[src/wrapping_log_ring_buffer_unit_assert.svh]
// ---------------------------------------------------------------------------
// Wrapping log ring buffer - assertion macros
// Concurrent check macros; they expand to nothing under synthesis.
// ---------------------------------------------------------------------------
`ifndef WRAPPING_LOG_RING_BUFFER_UNIT_ASSERT_SVH
`define WRAPPING_LOG_RING_BUFFER_UNIT_ASSERT_SVH

`ifndef SYNTHESIS

`define WLRB_ASSERT_IMPL(label, clk, rst_n, ante, cons) \
  label: assert property (@(posedge clk) disable iff (!rst_n) (ante) |-> (cons)) \
    else $error("wlrb check failed");

`define WLRB_ASSERT_NEXT(label, clk, rst_n, ante, cons) \
  label: assert property (@(posedge clk) disable iff (!rst_n) (ante) |=> (cons)) \
    else $error("wlrb check failed");

`else

`define WLRB_ASSERT_IMPL(label, clk, rst_n, ante, cons)

`define WLRB_ASSERT_NEXT(label, clk, rst_n, ante, cons)

`endif

`endif

[src/wlrb_pkg.sv]
// ---------------------------------------------------------------------------
// Wrapping log ring buffer - package
// Sizes, command codes and the store request shared by the modules.
// ---------------------------------------------------------------------------
package wlrb_pkg;

  localparam int unsigned LogBytes = 4096;
  localparam int unsigned AddrW    = $clog2(LogBytes);
  localparam int unsigned CountW   = $clog2(LogBytes + 1);

  localparam logic [1:0] CmdAppend = 2'd0;
  localparam logic [1:0] CmdStart  = 2'd1;
  localparam logic [1:0] CmdRead   = 2'd2;

  typedef struct packed {
    logic             we;
    logic [AddrW-1:0] waddr;
    logic [7:0]       wdata;
    logic             re;
    logic [AddrW-1:0] raddr;
  } store_req_t;

endpackage

[src/wlrb_ctrl.sv]
// ---------------------------------------------------------------------------
// Wrapping log ring buffer - position control
// Write position, wrap flag, dump snapshot and the result register.
// ---------------------------------------------------------------------------
module wlrb_ctrl (
  input  logic                           clk_i,
  input  logic                           rst_ni,
  input  logic                           accept_i,
  input  logic [1:0]                     command_i,
  input  logic [7:0]                     data_byte_i,
  input  logic [31:0]                    limit_i,
  input  logic                           out_take_i,
  output wlrb_pkg::store_req_t           req_o,
  output logic                           out_valid_o,
  output logic [wlrb_pkg::CountW-1:0]    dump_count_o,
  output logic                           byte_valid_o,
  output logic                           last_byte_o,
  output logic [wlrb_pkg::CountW-1:0]    remaining_o
);

  localparam int unsigned AddrW  = wlrb_pkg::AddrW;
  localparam int unsigned CountW = wlrb_pkg::CountW;
  localparam logic [AddrW-1:0]  LastPos  = AddrW'(wlrb_pkg::LogBytes - 1);
  localparam logic [CountW:0]   FullExt  = (CountW+1)'(wlrb_pkg::LogBytes);
  localparam logic [CountW-1:0] FullCnt  = CountW'(wlrb_pkg::LogBytes);

  logic [AddrW-1:0]  wpos_q, wpos_d;
  logic              wrapped_q, wrapped_d;
  logic [AddrW-1:0]  cursor_q, cursor_d;
  logic [CountW-1:0] rem_q, rem_d;
  logic              out_valid_q, out_valid_d;
  logic [CountW-1:0] count_q, count_d;
  logic              bvalid_q, bvalid_d;
  logic              last_q, last_d;

  logic [CountW-1:0] held;
  logic [CountW-1:0] clamp;
  logic [CountW:0]   wpos_ext;
  logic [CountW:0]   start_ext;
  logic [AddrW-1:0]  wpos_nxt;
  logic [AddrW-1:0]  cursor_nxt;

  assign held     = wrapped_q ? FullCnt : CountW'(wpos_q);
  assign clamp    = (limit_i < 32'(held)) ? limit_i[CountW-1:0] : held;
  assign wpos_ext = (CountW+1)'(wpos_q);
  assign start_ext = (wpos_ext >= (CountW+1)'(clamp)) ?
                     (wpos_ext - (CountW+1)'(clamp)) :
                     (wpos_ext + FullExt - (CountW+1)'(clamp));
  assign wpos_nxt   = (wpos_q == LastPos) ? '0 : wpos_q + 1'b1;
  assign cursor_nxt = (cursor_q == LastPos) ? '0 : cursor_q + 1'b1;

  always_comb begin
    wpos_d      = wpos_q;
    wrapped_d   = wrapped_q;
    cursor_d    = cursor_q;
    rem_d       = rem_q;
    out_valid_d = out_valid_q;
    count_d     = count_q;
    bvalid_d    = bvalid_q;
    last_d      = last_q;
    req_o.we    = 1'b0;
    req_o.waddr = wpos_q;
    req_o.wdata = data_byte_i;
    req_o.re    = 1'b0;
    req_o.raddr = cursor_q;
    if (out_take_i) begin
      out_valid_d = 1'b0;
    end
    if (accept_i) begin
      out_valid_d = 1'b1;
      count_d     = '0;
      bvalid_d    = 1'b0;
      last_d      = 1'b0;
      case (command_i)
        wlrb_pkg::CmdAppend: begin
          req_o.we = 1'b1;
          wpos_d   = wpos_nxt;
          if (wpos_nxt == '0) begin
            wrapped_d = 1'b1;
          end
        end
        wlrb_pkg::CmdStart: begin
          cursor_d = start_ext[AddrW-1:0];
          rem_d    = clamp;
          count_d  = clamp;
        end
        wlrb_pkg::CmdRead: begin
          if (rem_q != '0) begin
            req_o.re = 1'b1;
            bvalid_d = 1'b1;
            last_d   = (rem_q == CountW'(1));
            cursor_d = cursor_nxt;
            rem_d    = rem_q - 1'b1;
          end
        end
        default: begin
        end
      endcase
    end
  end

  always_ff @(posedge clk_i or negedge rst_ni) begin
    if (!rst_ni) begin
      wpos_q      <= '0;
      wrapped_q   <= 1'b0;
      cursor_q    <= '0;
      rem_q       <= '0;
      out_valid_q <= 1'b0;
      count_q     <= '0;
      bvalid_q    <= 1'b0;
      last_q      <= 1'b0;
    end else begin
      wpos_q      <= wpos_d;
      wrapped_q   <= wrapped_d;
      cursor_q    <= cursor_d;
      rem_q       <= rem_d;
      out_valid_q <= out_valid_d;
      count_q     <= count_d;
      bvalid_q    <= bvalid_d;
      last_q      <= last_d;
    end
  end

  assign out_valid_o  = out_valid_q;
  assign dump_count_o = count_q;
  assign byte_valid_o = bvalid_q;
  assign last_byte_o  = last_q;
  assign remaining_o  = rem_q;

endmodule

[config.mk]
export PLATFORM = sky130hd
export DESIGN_NAME = wlrb_ctrl
export DESIGN_NICKNAME = d
export VERILOG_FILES = /design/src/wrapping_log_ring_buffer_unit_assert.svh /design/src/wlrb_pkg.sv /design/src/wlrb_ctrl.sv
export SDC_FILE = /design/constraint.sdc
export NUM_CORES = 1
export LEC_CHECK = 0
export BUFFER_PORTS_ARGS = -buffer_cell sky130_fd_sc_hd__buf_2
export CORE_MARGIN = 2
export CORE_UTILIZATION = 43
export CTS_BUF_LIST = sky130_fd_sc_hd__clkbuf_16
export DETAILED_ROUTE_END_ITERATION = 8
export PLACE_DENSITY = 0.68
export SYNTH_ARGS = -nofsm -noshare
export SYNTH_HDL_FRONTEND = slang
export SYNTH_SLANG_ARGS = --single-unit
[constraint.sdc]
create_clock -name clk_i -period 13.31 [get_ports clk_i]
set_input_delay 1.331 -clock clk_i [delete_from_list [all_inputs] [get_ports clk_i]]
set_output_delay 1.331 -clock clk_i [all_outputs]
set_load 0.02 [all_outputs]
==> flow_metrics.tcl <==
set metrics [dict create \
    post-cts-setup-buffers 0 \
    antenna_found_initial 0 \
    synth_area_mm2 0.00399 \
    cts_buffers 5 \
    async_reset_ff_share_pct 100 \
    gr-usage-met2_pct 35.9 \
    final_net_count 628 \
    startpoint_type "input pin" \
    power.density_mw_per_mm2 188 \
    tightest_slew_ps 1160 \
    fin_crit_ps 5170 \
    grt_start_max_net_pins 55 \
    n_antenna_cell 0 \
    report.final.slew_viol_count 0 \
    path_class "in -> reg" \
    synth_edf_count 0 \
    areaGrowthSynthToFinish_pct 15.4 \
    grt_setup_unrepaired "false" \
    ys_ff_latch 54 \
    clock-sinks 54 \
    cts_tree "built" \
    htreeDepth 2 \
    synthFlopType "dfrtp_1" \
    grt_pass1_vias 3574 \
    yosysWarnings 0 \
    synth_simple_gate_area_share_pct 20.3 \
    hpwl_um 8130 \
    wirelength_um 10800 \
    cts_root_buf "clkbuf_16" \
    fin_cells 663 \
    fillers 892 \
    clockBufferDepth 2 \
    finalCritPeriodShare_pct 38.9 \
    via_per_inst 5.78 \
    dr.pass1.iters 4 \
    busiest_layer "met2" \
    grtUsageTotal_pct 21.4 \
    final_antenna_net_count 0 \
    io-pin-count 109 \
    io_buffers 92 \
    cts_resized 0 \
    rows 35 \
    drv_cap 0 \
    syn-num-nets 563 \
    synth_cell_type_count 54 \
    synth.avg_cell_area_um2 8.22 \
    die_area_mm2 0.0101 \
    synthAdderAreaFrac_pct 9.90 \
    clk_pin_slew_ps 80 \
    syn_inst 486 \
    whs_endpoint "out_valid_o" \
    via_count 3835 \
    gp_congestion 0.880 \
    final-setup-viol-count 0 \
    crit_path_end_kind "register" \
    drc 0 \
    multi_input_area_mm2 0.00232 \
    wl_per_cell_um 16.3 \
    drive_gt1_share_pct 20.7 \
    synth-xor-area-share_pct 3.51 \
    synth_compound_area_share_pct 21.4 \
    r2r_end "cursor_q[10]" \
    whs_path_depth 1 \
    min_path_type "reg -> reg" \
    hp-start "out_valid_o" \
    p_leak_nw 2.18 \
    use_met1_pct 28.6 \
    ff2ff_setup_slack_ps 8190 \
    final_core_util_pct 50.6 \
    die_height_um 100 \
    power_mw 0.865 \
    hold_viol 0 \
    tns_ps 0 \
    drt_iter0_drc 161 \
    clock_latency_ps 300 \
    cp_max_fo 19 \
    hold_buffers 0 \
    die_w_um 100 \
    ir_drop_v 0.0000713 \
    register_area_mm2 0.00135 \
    use_met3_pct 3.48 \
    dpl.cell_count 655 \
    skew_ps 9.49 \
    max-slew-margin-rel_pct 22.2 \
    outcome "completed" \
    synth_mux_area_share_pct 2.91 \
    timing.rr.start "wrapped_q" \
    synth_top_family_by_area "compound AO/OA/AOI/OAI gates" \
    grt-ovfl-total 0 \
    placeableCoreArea_mm2 0.00911 \
    seq_area_frac_synth_pct 33.8 \
    setup.worst_path.start "limit_i[2]" \
    crit_arrival_ps 5350 \
    start_util_pct 43.8 \
    reg2reg_depth 18 \
    grt_pass1_wl_um 17400 \
    fmax_mhz 193 \
    critPathRequiredTime_ps 13490 \
]
## routing by layer
layer | share of wire, % | vias up
met4 | 2.2 | 0
met5 | 0 | -
met1 | 45 | 1816
met3 | 6.1 | 16
li1 | - | 1860
met2 | 47 | 143
## placed cells by master, fill, tap and decap left out, types with 2 or more instances in the layout
cell type  Yosys  routed
a211o_1        2       2
a211oi_1       2       2
a21o_1         3       3
a21oi_1       21      21
a22o_1         3       3
a31oi_1       13      13
and2_1         3       3
and3_1         8       8
and4_1         2       2
buf_2          4      92
buf_4          8       2
clkbuf_16      0       5
dfrtp_1       54      54
ha_1          30      30
inv_1         37      37
mux2_2         5       5
mux2i_1        6       6
nand2_1       48      48
nand2b_1       8       8
nand3_1       19      19
nand4_1        6       6
nor2_1        25      25
nor2b_1        5       5
nor3_1        15      15
nor4_1         6       6
o211ai_1       7       7
o21a_1         6       6
o21ai_0       53      53
o21ai_1        2       2
o221ai_1       5       5
o22ai_1       10      10
o31ai_1        5       5
or3_1          6       6
or4_1          3       3
xnor2_1       12      12
xor2_1         4       4
## cells by family after synthesis
group           after synthesis
compound gates              138
simple gates                161
mux                          11
fa+ha+maj                    31
flops                        54
buf+inv                      75
xor+xnor                     16
## Yosys cell counts, types with 2 or more instances
cell type / number / area share, %
dfrtp_1: 54 / 34
o21ai_0: 53 / 6.6
nand2_1: 48 / 4.5
inv_1: 37 / 3.5
ha_1: 30 / 9.4
nor2_1: 25 / 2.3
a21oi_1: 21 / 2.6
clkbuf_1: 20 / 1.9
nand3_1: 19 / 2.4
nor3_1: 15 / 1.9
a31oi_1: 13 / 2.0
xnor2_1: 12 / 2.6
o22ai_1: 10 / 1.6
and3_1: 8 / 1.3
buf_4: 8 / 1.5
nand2b_1: 8 / 1.3
o211ai_1: 7 / 1.3
mux2i_1: 6 / 1.5
nand4_1: 6 / 0.94
nor4_1: 6 / 0.94
o21a_1: 6 / 1.1
or3_1: 6 / 0.94
mux2_2: 5 / 1.4
nor2b_1: 5 / 0.78
o221ai_1: 5 / 1.1
o31ai_1: 5 / 0.94
buf_2: 4 / 0.50
xor2_1: 4 / 0.88
a21o_1: 3 / 0.56
a22o_1: 3 / 0.66
and2_1: 3 / 0.47
or4_1: 3 / 0.56
a211o_1: 2 / 0.44
a211oi_1: 2 / 0.38
and4_1: 2 / 0.44
buf_1: 2 / 0.19
nor3b_1: 2 / 0.38
o21ai_1: 2 / 0.25
## report_power, final
part / switching (mW) / internal (mW) / total [mW]
sequential: 0.0714 / 0.208 / 0.279
clock: 0.0641 / 0.0900 / 0.154
combinational: 0.257 / 0.175 / 0.432
## area by class of cell
type	count	share of cell area, %
Sequential cell	54	29.3
Clock inverter	3	1.03
Multi-Input combinational cell	357	50.4
Clock buffer	5	2.72
Tap cell	111	3.01
Inverter	39	3.23
Timing Repair Buffer	94	10.3
## how the worst max path moves through the flow
stage	to	slack (ps)
floorplan	cursor_q[10]	8340
global placement	cursor_q[10]	8080
detailed placement	cursor_q[10]	7930
CTS	cursor_q[10]	8210
global route	cursor_q[10]	7870
finish	cursor_q[10]	8140
## worst max-delay path, stage by stage
cell      delay [ps]
buf_2            110
ha_1             300
and3_1           180
a221oi_1         290
o221ai_1         190
a211o_1          570
mux2i_1          390
inv_1             80
ha_1             220
fa_1             420
nor2b_1          130
o21a_1           170
o21ai_0          110
a21oi_1          280
o31ai_1          150
mux2i_1          140
a211o_1          300
## sequential cells by signal, summed over array words and instances, names as in the netlist
| register | flops |
|---|---|
| remaining_o | 13 |
| cursor_q | 12 |
| dump_count_o | 13 |
| byte_valid_o | 1 |
| wrapped_q | 1 |
| wpos_q | 12 |
| out_valid_o | 1 |
| last_byte_o | 1 |
## through the flow
| stage | worst slack (ps) | hold slack [ps] | cell area, µm² |
|---|---|---|---|
| final | 8140 | 485 | 4610 |
| after CTS | 8210 | 488 | 4610 |
| after detailed placement | 7930 | 470 | 4430 |
| after floorplan | 8340 | 529 | 3990 |
| after global placement | 8080 | 458 | 4430 |
| after global routing | 7870 | 518 | 4610 |
No activity file was read; power rests on OpenSTA's default activity.
